[src/rtl/nsh_cross_unit.sv]
// nsh_cross_unit: three 2d cross products on one shared signed multiplier
// six products, one per cycle, accumulated into den, u and t numerators
// depends on nothing but its parameter
module nsh_cross_unit #(
  parameter int unsigned COORD_BITS = 32
) (
  input  logic                          clk_i,
  input  logic                          rst_ni,
  input  logic                          start_i,
  input  logic signed [COORD_BITS-1:0]  ox_i,
  input  logic signed [COORD_BITS-1:0]  oy_i,
  input  logic signed [COORD_BITS-1:0]  rx_i,
  input  logic signed [COORD_BITS-1:0]  ry_i,
  input  logic signed [COORD_BITS:0]    dx_i,
  input  logic signed [COORD_BITS:0]    dy_i,
  output logic                          done_o,
  output logic signed [2*COORD_BITS+2:0] den_o,
  output logic signed [2*COORD_BITS+2:0] un_o,
  output logic signed [2*COORD_BITS+2:0] tn_o
);

  localparam int unsigned DW = COORD_BITS + 1;
  localparam int unsigned PW = 2 * DW;
  localparam int unsigned XW = PW + 1;
  localparam logic [2:0] LAST_STEP = 3'd6;

  logic              busy_q, busy_d;
  logic [2:0]        step_q, step_d;
  logic              done_q, done_d;
  logic signed [DW-1:0] op_a, op_b;
  logic signed [PW-1:0] prod, prod_q;
  logic signed [XW-1:0] den_q, un_q, tn_q, acc_in, acc_out;
  logic [2:0]        idx;

  // operand select: ox*ry, oy*rx, dx*ry, dy*rx, dx*oy, dy*ox
  always_comb begin
    unique case (step_q)
      3'd0: begin op_a = DW'(ox_i); op_b = DW'(ry_i); end
      3'd1: begin op_a = DW'(oy_i); op_b = DW'(rx_i); end
      3'd2: begin op_a = dx_i;      op_b = DW'(ry_i); end
      3'd3: begin op_a = dy_i;      op_b = DW'(rx_i); end
      3'd4: begin op_a = dx_i;      op_b = DW'(oy_i); end
      3'd5: begin op_a = dy_i;      op_b = DW'(ox_i); end
      default: begin op_a = '0; op_b = '0; end
    endcase
  end

  assign prod = op_a * op_b;
  // product register holds the product of the step before
  assign idx  = step_q - 3'd1;

  always_comb begin
    unique case (idx[2:1])
      2'd0:    acc_in = den_q;
      2'd1:    acc_in = un_q;
      default: acc_in = tn_q;
    endcase
    if (idx[0]) begin
      acc_out = acc_in - XW'(prod_q);
    end else begin
      acc_out = XW'(prod_q);
    end
  end

  always_comb begin
    busy_d = busy_q;
    step_d = step_q;
    done_d = 1'b0;
    if (start_i) begin
      busy_d = 1'b1;
      step_d = '0;
    end else if (busy_q) begin
      step_d = step_q + 3'd1;
      if (step_q == LAST_STEP) begin
        busy_d = 1'b0;
        done_d = 1'b1;
      end
    end
  end

  always_ff @(posedge clk_i or negedge rst_ni) begin
    if (!rst_ni) begin
      busy_q <= 1'b0;
      step_q <= '0;
      done_q <= 1'b0;
    end else begin
      busy_q <= busy_d;
      step_q <= step_d;
      done_q <= done_d;
    end
  end

  always_ff @(posedge clk_i) begin
    if (busy_q) begin
      prod_q <= prod;
      if (step_q != 3'd0) begin
        unique case (idx[2:1])
          2'd0:    den_q <= acc_out;
          2'd1:    un_q  <= acc_out;
          default: tn_q  <= acc_out;
        endcase
      end
    end
  end

  assign done_o = done_q;
  assign den_o  = den_q;
  assign un_o   = un_q;
  assign tn_o   = tn_q;

endmodule

[config.mk]
export PLATFORM = sky130hd
export DESIGN_NAME = nsh_cross_unit
export DESIGN_NICKNAME = d
export VERILOG_FILES = /design/src/rtl/nsh_cross_unit.sv
export SDC_FILE = /design/constraint.sdc
export NUM_CORES = 2
export LEC_CHECK = 0
export ABC_AREA = 1
export BUFFER_PORTS_ARGS = -buffer_cell sky130_fd_sc_hd__buf_2
export CORE_ASPECT_RATIO = 1.4
export CORE_UTILIZATION = 35
export CTS_CLUSTER_SIZE = 24
export DETAILED_ROUTE_END_ITERATION = 16
export PLACE_DENSITY = 0.62
export SLEW_MARGIN = 20
export SYNTH_ARGS = -nofsm -noshare
export SYNTH_HDL_FRONTEND = slang
export SYNTH_SLANG_ARGS = --single-unit
[constraint.sdc]
create_clock -name clk_i -period 11.7 [get_ports clk_i]
set_clock_uncertainty 0.2 [all_clocks]
set_input_delay 2.34 -clock clk_i [delete_from_list [all_inputs] [get_ports clk_i]]
set_output_delay 2.34 -clock clk_i [all_outputs]
set_load 0.03 [all_outputs]
# [Word level (Yosys, flattened, before mapping)]
# Cells that the tools add are included.
[word_totals] output_inout_bits=202 reg_bits=272 word_cells=43 input_bits=197
[op_classes] multipliers=1 n_reduce_logical=12 n_eq_ne=7 muxes=12 addsub=3 bitwise_logic=1
[op_table] cell="$pmux 33 s4" count=2
[op_table] cell="$pmux 67 s2" count=1
[op_table] cell="$mux 67" count=1
[op_table] cell="$sub 67x66->67" count=1
[op_table] cell="$mul 33x33->66" count=1
[op_table] cell="$reduce_or 2->1" count=5
[op_table] cell="$eq 3x3->1 const B" count=3
[op_table] cell="$reduce_and 3->1" count=3
[op_table] cell="$eq 3x2->1 const B" count=2
[op_table] cell="$mux 1" count=6
[op_table] cell="$mux 3" count=2
[op_table] cell="$add 3x1->3 const B" count=1
[op_table] cell="$eq 3x1->1 const B" count=1
[op_table] cell="$logic_not 3->1" count=1
[op_table] cell="$reduce_bool 3->1" count=1
[op_table] cell="$sub 3x1->3 const B" count=1
[op_table] cell="$eq 2x1->1 const B" count=1
[op_table] cell="$logic_not 2->1" count=1
[op_table] cell="$reduce_bool 2->1" count=1
[op_table] cell="$not 1->1" count=1

# [Depth between registers and ports, before layout]
[depth] ltp_word=5 mapped_depth=41

# [Worst setup path after synthesis]
# OpenSTA, ideal clock, no wires.
[synth_timing] path_type="input to register" from="input oy_i[31]" to="register prod_q[65] (data pin)" path_buffers=1 arrival_time_ns=9.517 setup_slack_ns=1.730 cell_stages=28 setup_time_ns=0.252 cell_sequence="inv_1 -> o22ai_1 -> a221o_1 -> buf_2 -> nand2_1 -> inv_1 -> fa_1 -> inv_1 -> fa_1 -> inv_1 -> fa_1 -> fa_1 -> inv_1 -> fa_1 -> fa_1 -> inv_1 -> fa_1 -> inv_1 -> fa_1 -> inv_1 -> ha_1 -> inv_1 -> nor3_1 -> nand2_1 -> nor4_1 -> a21oi_1 -> nand2_1 -> nand2_1"
[synth_via] elab_chain_cells=2 elab_cells_between_ends=3
[synth_rtl] element="start, declared" line_no="11" rtl="input logic signed [COORD_BITS-1:0] oy_i,"
[synth_rtl] element="$pmux 33 s4" line_no="37" rtl="unique case (step_q)"
[synth_rtl] element="$mul 33x33->66 (*)" line_no="48" rtl="assign prod = op_a * op_b;"
[synth_rtl] element="net prod[65]" line_no="31" rtl="logic signed [PW-1:0] prod, prod_q;"
[synth_rtl] element="end signal, assigned" line_no="95" rtl="prod_q <= prod;"
[synth_rtl] element="end, declared" line_no="31"
# Mark *: on every way through the listed nets, which the timed path passes. The rest lies on a longest branch.
# A chain may end at the register's enable or synchronous reset.

# [Worst setup path in the final report]
[layout_timing] from="register step_q[2]" to="register prod_q[59] (data pin)"
[layout_via] elab_chain_cells=4 elab_cells_between_ends=13
[layout_rtl] element="start, declared" line_no="28" rtl="logic [2:0] step_q, step_d;"
[layout_rtl] element="start signal, assigned" line_no="88" rtl="step_q <= step_d;"
[layout_rtl] element="$eq 3x3->1 (tied with other cells)" line_no="37"
[layout_rtl] element="$reduce_or 2->1 (no line)"
[layout_rtl] element="$pmux 33 s4" line_no="37"
[layout_rtl] element="$mul 33x33->66 (*)" line_no="48"
[layout_rtl] element="net prod[59]" line_no="31"
# Marks and branches as above.

==> run metrics <==
Final min period=10.60 ns; Mapped Cells=between 7000 and 8000; Worst Tran Pin Value=1.21 ns; CP delay by family, top=adder cells; max-cap violation count=0; DR WL met2=100000 um; reg2reg start=step_q[2]; initial antenna violation count=2; detailed router's first-iteration violation count=around 3100; max incr delay on CP=0.92 ns; Post-CTS Setup Bufs=0; grt ovf=0; setup_tns=0 ns; Crit-path slowest cell=fa_1; ratio of final minimum period to clock period=between 90% and 100%; final worst slack=between 1 and 1.5 ns; R2R Path End=prod_q[59]; vias in the first global route=slightly above 50000; met3 WL=about 10000 um; post-DP HPWL=172000 um; top_reg_cell synth=edfxtp_1; worst-case reg-to-reg path depth=29; Post-DRT Antenna Nets=0; Clock Path Buffers=3; Layout fillers=roughly 17000; Netlist cell types=42; GRT Total Usage=24.0%; Setup crit end kind=flip-flop; Ports=399; final hold violation count=0; PostCTS Resize Cnt=0; num rows=around 180; H-tree Lvls=1; clk sinks=around 270; chip height=a little under 500 um; Synth area leaders=fa_1 39%, edfxtp_1 14%, inv_1 14%, nand2_1 12%, ha_1 6.2%; cell with the most instances after synthesis=inv_1; RSZ-0062 raised after global routing=false; yosys warns=0; Levels on crit path=29; hold path endpoint=prod_q[6]; RePlAce Congestion=0.992; Final Max Slew Viols=0; CP bufs+invs=8; die area=168000 um2; share of layout cells above drive strength 1=8.69%; vias per inst=4.92; status=finished clean; EDFF count, synth=267; pin count of the biggest net entering global routing=86; post-synthesis async set-or-reset flop share=1.84%; Die Wd=347 um; top cell type's share of synthesized area=39.4%; first-pass GRT wire length=approximately 300000 um; Synth Cell Area=58300 um2; CP Max Fanout=16; CTS tree=built; pre-CTS WS=0.595 ns; number of buffers created by CTS=27; Routed WL per cell=between 20 and 25 um; Area after DPL=approximately 63000 um2; number of port buffers=between 300 and 400; final WL=200000 um; Syn Area/Cell=7.96 um2; Crit Path Class=flip-flop to flip-flop; final setup violation count=0; Hold Path Origin=busy_q; via count=48100; Layout area overhead=9.28%; R2R setup slack=roughly 1.1 ns; fmax=94.4 MHz; design area=63700 um2; post-synthesis register bit count=272; Mapped Nets=8962; Worst-Skew Late Latency=around 0.60 ns; register area share after synthesis=between 10 and 15%; drt drc=0; met1 WL=74200 um; Required @ worst endpoint=around 12 ns; hold_buf cts=0; clk slew on worst S/H paths=about 0.070 ns; Top Layer Used=met5; WP data arrival=roughly 11 ns; synth cell count leaders=2126 x inv_1, 1838 x nand2_1, 1147 x fa_1; Pre-Repair DR Iteration Count=6; startpoint types=flip-flop; Starting Density=between 30% and 40%; hold depth=0; Hold WC Path Type=flip-flop to flip-flop; core box area=165000 um2; Slew headroom=19.3%; area leader, netlist=fa_1; CTS Root Buffer Type=clkbuf_16; Post-layout nets=9257; CP dominant cell by count=fa_1
worst register-to-register path: cells and delay by family, from the launching register on:
kind                     cells  cell delay, ns
buffers and inverters        8            1.27
AND/OR/NAND/NOR              6            1.04
XOR/XNOR                     1            0.17
AO/OA/AOI/OAI                4            1.67
flip-flops                   1            0.85
adder cells (fa/ha/maj)     10            5.15
layout by cell type (no fill, tap or decap), types with 45 or more instances in the layout:
cell type and instances:
buf_4 127, buf_2 398, a21oi_1 174, nand3_1 154, fa_1 1147, ha_1 288, nand2_1 1838, o21ai_0 122
inv_1 2122, xor2_1 45, edfxtp_1 267, o22ai_1 110, nor2_1 493
layout make-up:
class                   count  area [um2]  area share (%)
flip-flops and latches    272        8150            12.8
inverters                2146        8060            12.6
multi-input cells        4653       40900            64.3
well taps                2136        2670            4.19
clock buffers              30         687            1.08
clock inverters            19         267           0.418
repair buffers            525        2950            4.62
diodes                      2        5.00         0.00785
cells by family (layout without fill, tap and decap cells):
family	Yosys count	after routing	share of synthesized area, %
simple gates	2598	2598	17.5
flops	272	272	14.0
xor+xnor	67	67	1.01
other cells	0	2	0
compound gates	553	553	5.96
buf+inv	2405	2720	16.0
fa+ha+maj	1435	1435	45.6
registers in the layout, summed over array words and instances, names as in the netlist:
signal  count
den_o      67
tn_o       67
busy_q      1
step_q      3
prod_q     66
done_o      1
un_o       67
worst max-delay path by stage:
stage / from / endpoint / slack (ns)
after CTS: step_q[2] / prod_q[65] / 1.16
after detailed placement: oy_i[31] / prod_q[65] / 0.60
after global routing: step_q[2] / prod_q[65] / 0.70
final: step_q[2] / prod_q[59] / 1.10
after global placement: ox_i[18] / prod_q[48] / 0.61
after floorplan: oy_i[31] / prod_q[65] / 1.73
metrics by stage:
| stage | utilization (%) | hold WS (ns) | std cells |
|---|---|---|---|
| after floorplan | - | 0.350 | 7330 |
| after global placement | 38.0 | 0.398 | 9732 |
| after detailed placement | 38.0 | 0.415 | 9732 |
| after CTS | 38.6 | 0.433 | 9781 |
| after global routing | 38.6 | 0.456 | 9782 |
| final | 38.6 | 0.423 | 9783 |
metal layers:
layer	vias to the layer above	track usage [%]
met5	-	0
li1	21900	-
met1	23800	26.8
met3	521	2.52
met2	1835	43.3
met4	2	15.3
Power is left out: the tool's default activity adds up to more than one toggle a clock period on the data nets, which glitch-free logic cannot reach.
