$ cat src/rtl/nsh_pkg.sv
// nsh_pkg: shared types and constants of the nearest segment hit unit
// transfer payload structs, fixed-point result format, register indexes
// no dependencies
package nsh_pkg;

  localparam int unsigned DATA_W    = 32;
  localparam int unsigned FRAC_BITS = 16;
  localparam int unsigned T_BITS    = FRAC_BITS + 1;
  localparam int unsigned CFG_IDX_W = 2;

  localparam logic [T_BITS-1:0] T_ONE        = T_BITS'(1) << FRAC_BITS;
  localparam logic [T_BITS-1:0] BEST_T_RESET = T_ONE + T_BITS'(1);

  // configuration register indexes
  localparam logic [CFG_IDX_W-1:0] REG_ORIGIN_X = 2'd0;
  localparam logic [CFG_IDX_W-1:0] REG_ORIGIN_Y = 2'd1;
  localparam logic [CFG_IDX_W-1:0] REG_OFFSET_X = 2'd2;
  localparam logic [CFG_IDX_W-1:0] REG_OFFSET_Y = 2'd3;

  typedef struct packed {
    logic signed [DATA_W-1:0] seg_start_x;
    logic signed [DATA_W-1:0] seg_start_y;
    logic signed [DATA_W-1:0] seg_offset_x;
    logic signed [DATA_W-1:0] seg_offset_y;
    logic                     last_segment;
  } in_item_t;

  typedef struct packed {
    logic                     hit;
    logic [T_BITS-1:0]        hit_t;
    logic signed [DATA_W-1:0] hit_offset_x;
    logic signed [DATA_W-1:0] hit_offset_y;
  } out_item_t;

endpackage

$ cat src/rtl/nsh_frac_div.sv
// nsh_frac_div: restoring divider, floor(num * 2^FRAC_BITS / den) for num <= den
// one quotient bit per cycle, T_BITS quotient bits per division
// depends on nsh_pkg
module nsh_frac_div #(
  parameter int unsigned NUM_W = 66
) (
  input  logic                      clk_i,
  input  logic                      rst_ni,
  input  logic                      start_i,
  input  logic [NUM_W-1:0]          num_i,
  input  logic [NUM_W-1:0]          den_i,
  output logic                      done_o,
  output logic [nsh_pkg::T_BITS-1:0] quot_o
);

  import nsh_pkg::*;

  localparam int unsigned CNT_W = $clog2(T_BITS);
  localparam logic [CNT_W-1:0] LAST_CNT = CNT_W'(T_BITS - 1);

  logic             busy_q, busy_d;
  logic             done_q, done_d;
  logic [CNT_W-1:0] cnt_q, cnt_d;
  logic [NUM_W-1:0] rem_q, den_q;
  logic [T_BITS-1:0] quot_q;
  logic [NUM_W:0]   trial, diff;
  logic             ge;

  // first step takes the integer bit without a shift
  assign trial = (cnt_q == '0) ? {1'b0, rem_q} : {rem_q, 1'b0};
  assign diff  = trial - {1'b0, den_q};
  assign ge    = !diff[NUM_W];

  always_comb begin
    busy_d = busy_q;
    cnt_d  = cnt_q;
    done_d = 1'b0;
    if (start_i) begin
      busy_d = 1'b1;
      cnt_d  = '0;
    end else if (busy_q) begin
      cnt_d = cnt_q + CNT_W'(1);
      if (cnt_q == LAST_CNT) begin
        busy_d = 1'b0;
        done_d = 1'b1;
      end
    end
  end

  always_ff @(posedge clk_i or negedge rst_ni) begin
    if (!rst_ni) begin
      busy_q <= 1'b0;
      cnt_q  <= '0;
      done_q <= 1'b0;
    end else begin
      busy_q <= busy_d;
      cnt_q  <= cnt_d;
      done_q <= done_d;
    end
  end

  always_ff @(posedge clk_i) begin
    if (start_i) begin
      rem_q  <= num_i;
      den_q  <= den_i;
      quot_q <= '0;
    end else if (busy_q) begin
      rem_q  <= ge ? diff[NUM_W-1:0] : trial[NUM_W-1:0];
      quot_q <= {quot_q[T_BITS-2:0], ge};
    end
  end

  assign done_o = done_q;
  assign quot_o = quot_q;

endmodule

$ cat config.mk
export PLATFORM = sky130hd
export DESIGN_NAME = nsh_frac_div
export DESIGN_NICKNAME = d
export VERILOG_FILES = /design/src/rtl/nsh_pkg.sv /design/src/rtl/nsh_frac_div.sv
export SDC_FILE = /design/constraint.sdc
export NUM_CORES = 1
export LEC_CHECK = 0
export BUFFER_PORTS_ARGS = -buffer_cell sky130_fd_sc_hd__buf_2
export CAP_MARGIN = 20
export CORE_MARGIN = 2
export CORE_UTILIZATION = 61
export DETAILED_ROUTE_END_ITERATION = 6
export GPL_ROUTABILITY_DRIVEN = 0
export GPL_TIMING_DRIVEN = 0
export PLACE_DENSITY = 0.93
export SLEW_MARGIN = 10
export SYNTH_ARGS = -nofsm -noshare
export SYNTH_HDL_FRONTEND = slang
export SYNTH_SLANG_ARGS = --single-unit
$ cat constraint.sdc
create_clock -name clk_i -period 10.65 [get_ports clk_i]
set_clock_uncertainty 0.1 [all_clocks]
set_input_delay 1.5975 -clock clk_i [delete_from_list [all_inputs] [get_ports clk_i]]
set_output_delay 1.5975 -clock clk_i [all_outputs]
set_load 0.01 [all_outputs]
== Yosys cells after proc, flatten, opt, wreduce, memory -nomap -nowiden ==
Cells that the tools add are included.
Widths: inputs -> output; s select.

* $add $sub $neg: 2
* Eq/ne operators: 1
* Muxes and demuxes: 12
* Reduce and logical (&&, ||, !) cells: 3

{| class="wikitable"
|+ Operators by type and width
! operator !! count
|-
| $mux 66 || 3
|-
| $mux 67 || 1
|-
| $sub 67x66->67 || 1
|-
| $mux 5 || 2
|-
| $mux 1 || 6
|-
| $add 5x1->5 const B || 1
|-
| $eq 5x5->1 const B || 1
|-
| $logic_not 5->1 || 1
|-
| $reduce_bool 2->1 || 1
|-
| $logic_not 1->1 || 1
|}

* Flip-flop bits (word level): 156
* Bits of input ports: 135
* Output and inout port bits: 18
* Logic and storage cells: 24

== Depth between registers and ports, before layout ==
* Depth in word-level cells: 6
* Gate-level depth with buffers: 22
* Depth with buffers taken out: 18

== Worst setup path after synthesis ==
Ideal clock, no wire load.

* Path kind: reg2reg
* Start point: reg cnt_q[0]
* End point: reg rem_q[63], data pin
* Setup time: 0.261 ns
* Data arrival time: 4.429 ns
* Data required time: 10.289 ns
* Path slack: 5.859 ns
* Cell stages (with the launch flop): 20
* Path buffers: 4
* Period minus slack after synthesis: 4.791 ns
* Cells stage by stage: dfrtp_1 -> inv_1 -> ha_1 -> nand2_1 -> nor2_1 -> clkbuf_1 -> clkbuf_1 -> mux2_2 -> ha_1 -> buf_4 -> nand4_4 -> or3_4 -> a2111oi_4 -> nor2_1 -> o31a_4 -> xor2_4 -> buf_2 -> nand3_1 -> nor3_1 -> nor3_2

* Cells in the longest elaborated chain, start to end: 6

{| class="wikitable"
|+ Ends and longest elaborated chain
! item !! line !! text
|-
| start, declared || nsh_frac_div.sv:23 || <nowiki>logic [CNT_W-1:0] cnt_q, cnt_d;</nowiki>
|-
| start signal, assigned || nsh_frac_div.sv:57 || <nowiki>cnt_q <= cnt_d;</nowiki>
|-
| $logic_not 5->1 (*) || nsh_frac_div.sv:30 || <nowiki>assign trial = (cnt_q == '0) ? {1'b0, rem_q} : {rem_q, 1'b0};</nowiki>
|-
| $mux 67 (*) || nsh_frac_div.sv:30 ||
|-
| $sub 67x66->67 || nsh_frac_div.sv:31 || <nowiki>assign diff = trial - {1'b0, den_q};</nowiki>
|-
| $mux 66 (*) || nsh_frac_div.sv:68 || <nowiki>rem_q <= ge ? diff[NUM_W-1:0] : trial[NUM_W-1:0];</nowiki>
|-
| $mux 66 (*) || nsh_frac_div.sv:67 || <nowiki>end else if (busy_q) begin</nowiki>
|-
| $mux 66 (*) || nsh_frac_div.sv:63 || <nowiki>if (start_i) begin</nowiki>
|-
| end signal, assigned || nsh_frac_div.sv:64 || <nowiki>rem_q <= num_i;</nowiki>
|-
| end signal, assigned || nsh_frac_div.sv:68 ||
|-
| end, declared || nsh_frac_div.sv:24 || <nowiki>logic [NUM_W-1:0] rem_q, den_q;</nowiki>
|}

Mark *: on every way between the ends. The rest lies on a longest branch, timed or not. The select of a mux whose other input is x is not followed.
A chain may end at the register's enable or synchronous reset.

== Final worst setup path ==
* Start point: reg cnt_q[0]
* End point: reg rem_q[36], data pin

The elaborated chain is that of the path after synthesis.

==> results.md <==
- Max-slew violations: 0
- Vias in the first global route: 10420
- Rel. slew slack: 0.272
- TritonRoute pass-1 iters: 7
- Final Cycle Share: 0.655
- Max Root-Sink Buffers: 2
- Cts repair resizes: 0
- Core Util, Final: 0.713
- Mean Syn Cell Area: 9.32 um^2
- Hold Path End: quot_o[16]
- Worst r2r src: cnt_q[0]
- First-pass GRT wire length: 52.4 mm
- Share of cells above drive strength 1: 0.224
- Avg WL per Cell: 20.5 um
- Ys async rst share: 0.0449
- Worst-Skew Late Latency: 0.45 ns
- Die X: 142 um
- Die Span Y: 142 um
- Peak VDD IR: 191 uV
- H-tree Lvls: 4
- CTS tree: built
- Main flop type after synthesis: edfxtp_1
- Yosys cell types: 86
- Detailed-route via count: 10985
- RSZ-0062 raised after global routing: no
- Final setup fails: 0
- Worst Hold Class: flop to flop
- Max cap viols: 0
- R2R Setup Slk: 3.67 ns
- Status: complete, but fails checks
- Initial core utilization: 0.620
- Design area: 0.0133 mm^2
- Initial antenna violation count: 0
- Row cnt: 50
- Leak Pwr: 5.83 nW
- Max Clock Freq: 143 MHz
- Post-synth EDFFs: 132
- Crit-path max FO: 10
- DRC errors left: 68
- Gate Count Post-Synth: 1244
- Synthesized cell area: 0.0116 mm^2
- P&R area growth vs syn: 15.0%
- Setup TNS: 0 ns
- #FFs+latches synth: 156
- Worst slack at placement: 3.99 ns
- Antenna diode count: 0
- Post-synthesis sequential area ratio: 0.386
- Failing checks: design-rule violations
- Ys Warns: 0
- Hold Slack: 0.416 ns
- Die footprint: 0.0201 mm^2
- Critical path type: flop to flop
- DP Area: 0.0127 mm^2
- Required @ worst endpoint: 10.74 ns
- PD cells: 348 mW/mm^2
- Worst-path clk slew: 0.08 ns
- Placeable Area: 0.0187 mm^2
- Worst hold stages: 2
- IO Pins: 153
- 1st-iter DRT viols: 1807
- CTS Hold Bufs: 0
- R2R depth: 18
- Worst setup SP type: flop
- Tmin final: 6.98 ns
- Mapped Nets: 1448
- Via density per instance: 6.60
- Final worst slack: 3.67 ns
- Worst R2R End: rem_q[36]
- Final HPWL DP: 24.5 mm
- Worst-margin pin slew: 1.09 ns
- Pin count of the biggest net entering global routing: 38
- Post-DRT Antenna Nets: 0
- Post-CTS setup buffer count: 0
- Num Clock Sinks: 156
- Worst Setup End Kind: flop
- Final Hold Violating Endpoints: 0
- Gr ovfl total: 0
- Clk root buf: clkbuf_16
- # port buffers: 152
- Fin nets: 1621
- Layout fillers: 1324
- Num CTS Buffers: 17
- Worst EP arrival: 7.07 ns
- Global-route usage over all layers: 0.335
- Hold Startpoint: quot_o[16]
- Routed WL: 34.0 mm
## flip-flops by register name (all words and copies together), names as in the netlist
register / flops
den_q: 66
rem_q: 66
quot_o: 17
cnt_q: 5
busy_q: 1
done_o: 1
## critical path, stage by stage (launching register included)
cell and delay, ns:
dfrtp_1 0.43, inv_1 0.07, ha_1 0.16, nand2_1 0.05, nor2_1 0.49, clkbuf_1 0.55, clkbuf_1 0.80, mux2_2 0.45
ha_1 0.38, nand2_1 0.17, o21ai_0 0.12, a221oi_1 0.53, o21ai_0 0.18, nor2_1 0.37, o31a_4 0.27, xnor2_2 0.22
nor2_1 0.89, a21boi_0 0.33, nor3_1 0.11
## per-stage QoR
step / power [mW] / cells
6_report: 4.64 / 1664
5_1_grt: 4.87 / 1664
4_1_cts: 4.51 / 1664
3_5_place_dp: 3.83 / 1632
3_3_place_gp: 3.71 / 1630
2_1_floorplan: 3.13 / 1244
## cells in the final DEF, fill, tap and decap left out, drive strengths merged, types with 5 or more instances in the layout
cell type,Yosys,layout
a221oi,11,11
and4,6,6
a31oi,7,7
nor2b,7,7
o21bai,8,8
a211oi,12,12
buf,38,192
inv,94,101
xor2,33,33
a21o,25,25
nand2b,5,5
mux2i,34,34
xnor2,25,25
a21oi,133,133
and2,5,5
or2,7,7
dfrtp,7,7
clkbuf,25,42
nor3,31,31
nand4,28,28
dfxtp,17,17
edfxtp,132,132
nor2,112,112
o21ai,87,87
or3,13,13
ha,68,68
o21a,7,7
nand2,110,110
mux2,71,71
clkinv,1,9
nand3,19,19
## cell usage after synthesis, types with 24 or more instances
| library cell | count | area share |
|---|---|---|
| o21ai_0 | 64 | 0.028 |
| clkbuf_1 | 25 | 0.0081 |
| nor3_1 | 30 | 0.013 |
| ha_1 | 68 | 0.073 |
| nand4_1 | 27 | 0.015 |
| a21o_1 | 25 | 0.016 |
| xnor2_1 | 24 | 0.018 |
| mux2_2 | 71 | 0.069 |
| nand2_1 | 110 | 0.036 |
| a21oi_1 | 132 | 0.057 |
| inv_1 | 94 | 0.030 |
| nor2_1 | 112 | 0.036 |
| mux2i_1 | 34 | 0.029 |
| xor2_1 | 32 | 0.024 |
| edfxtp_1 | 132 | 0.34 |
## final cells by class
cell class	instances	area [um^2]	area share
tap	234	293	0.0220
sequential	156	4480	0.336
timing repair buffer	154	803	0.0602
inverter	95	357	0.0267
clock inverter	15	214	0.0160
clock buffer	17	425	0.0319
buffer	63	378	0.0283
multi-input combinational	930	6380	0.479
## where the power goes
group | switching [mW] | total, mW | internal [mW]
Combinational | 1.85 | 3.04 | 1.18
Clock | 0.321 | 0.647 | 0.326
Sequential | 0.0809 | 0.956 | 0.875
Total | 2.26 | 4.64 | 2.38
## per-layer routing
layer  part of all wire  GRT usage  wire (um)
met1               0.38      0.422      12800
met2               0.45      0.536      15300
met3               0.11     0.0678       3910
met4              0.059      0.198       2020
met5                  0          0          0
## worst max-delay path by stage
stage,from,slack [ns],end
2_1_floorplan,cnt_q[0],5.86,rem_q[63]
3_3_place_gp,cnt_q[0],4.21,rem_q[36]
3_5_place_dp,cnt_q[0],3.99,rem_q[36]
4_1_cts,cnt_q[0],3.94,rem_q[36]
5_1_grt,cnt_q[0],3.65,rem_q[36]
6_report,cnt_q[0],3.67,rem_q[36]
## kinds of logic (layout without fill, tap and decap cells)
| family | Yosys count | in the layout | share of synthesized area |
|---|---|---|---|
| flip-flops | 156 | 156 | 0.386 |
| multiplexers | 105 | 105 | 0.0983 |
| buffers and inverters | 158 | 344 | 0.0633 |
| adder cells (fa/ha/maj) | 69 | 69 | 0.0751 |
| AO/OA/AOI/OAI | 340 | 340 | 0.185 |
| XOR/XNOR | 58 | 58 | 0.0461 |
| AND/OR/NAND/NOR | 358 | 358 | 0.146 |
Note: power is estimated with default switching activity, not from simulation.
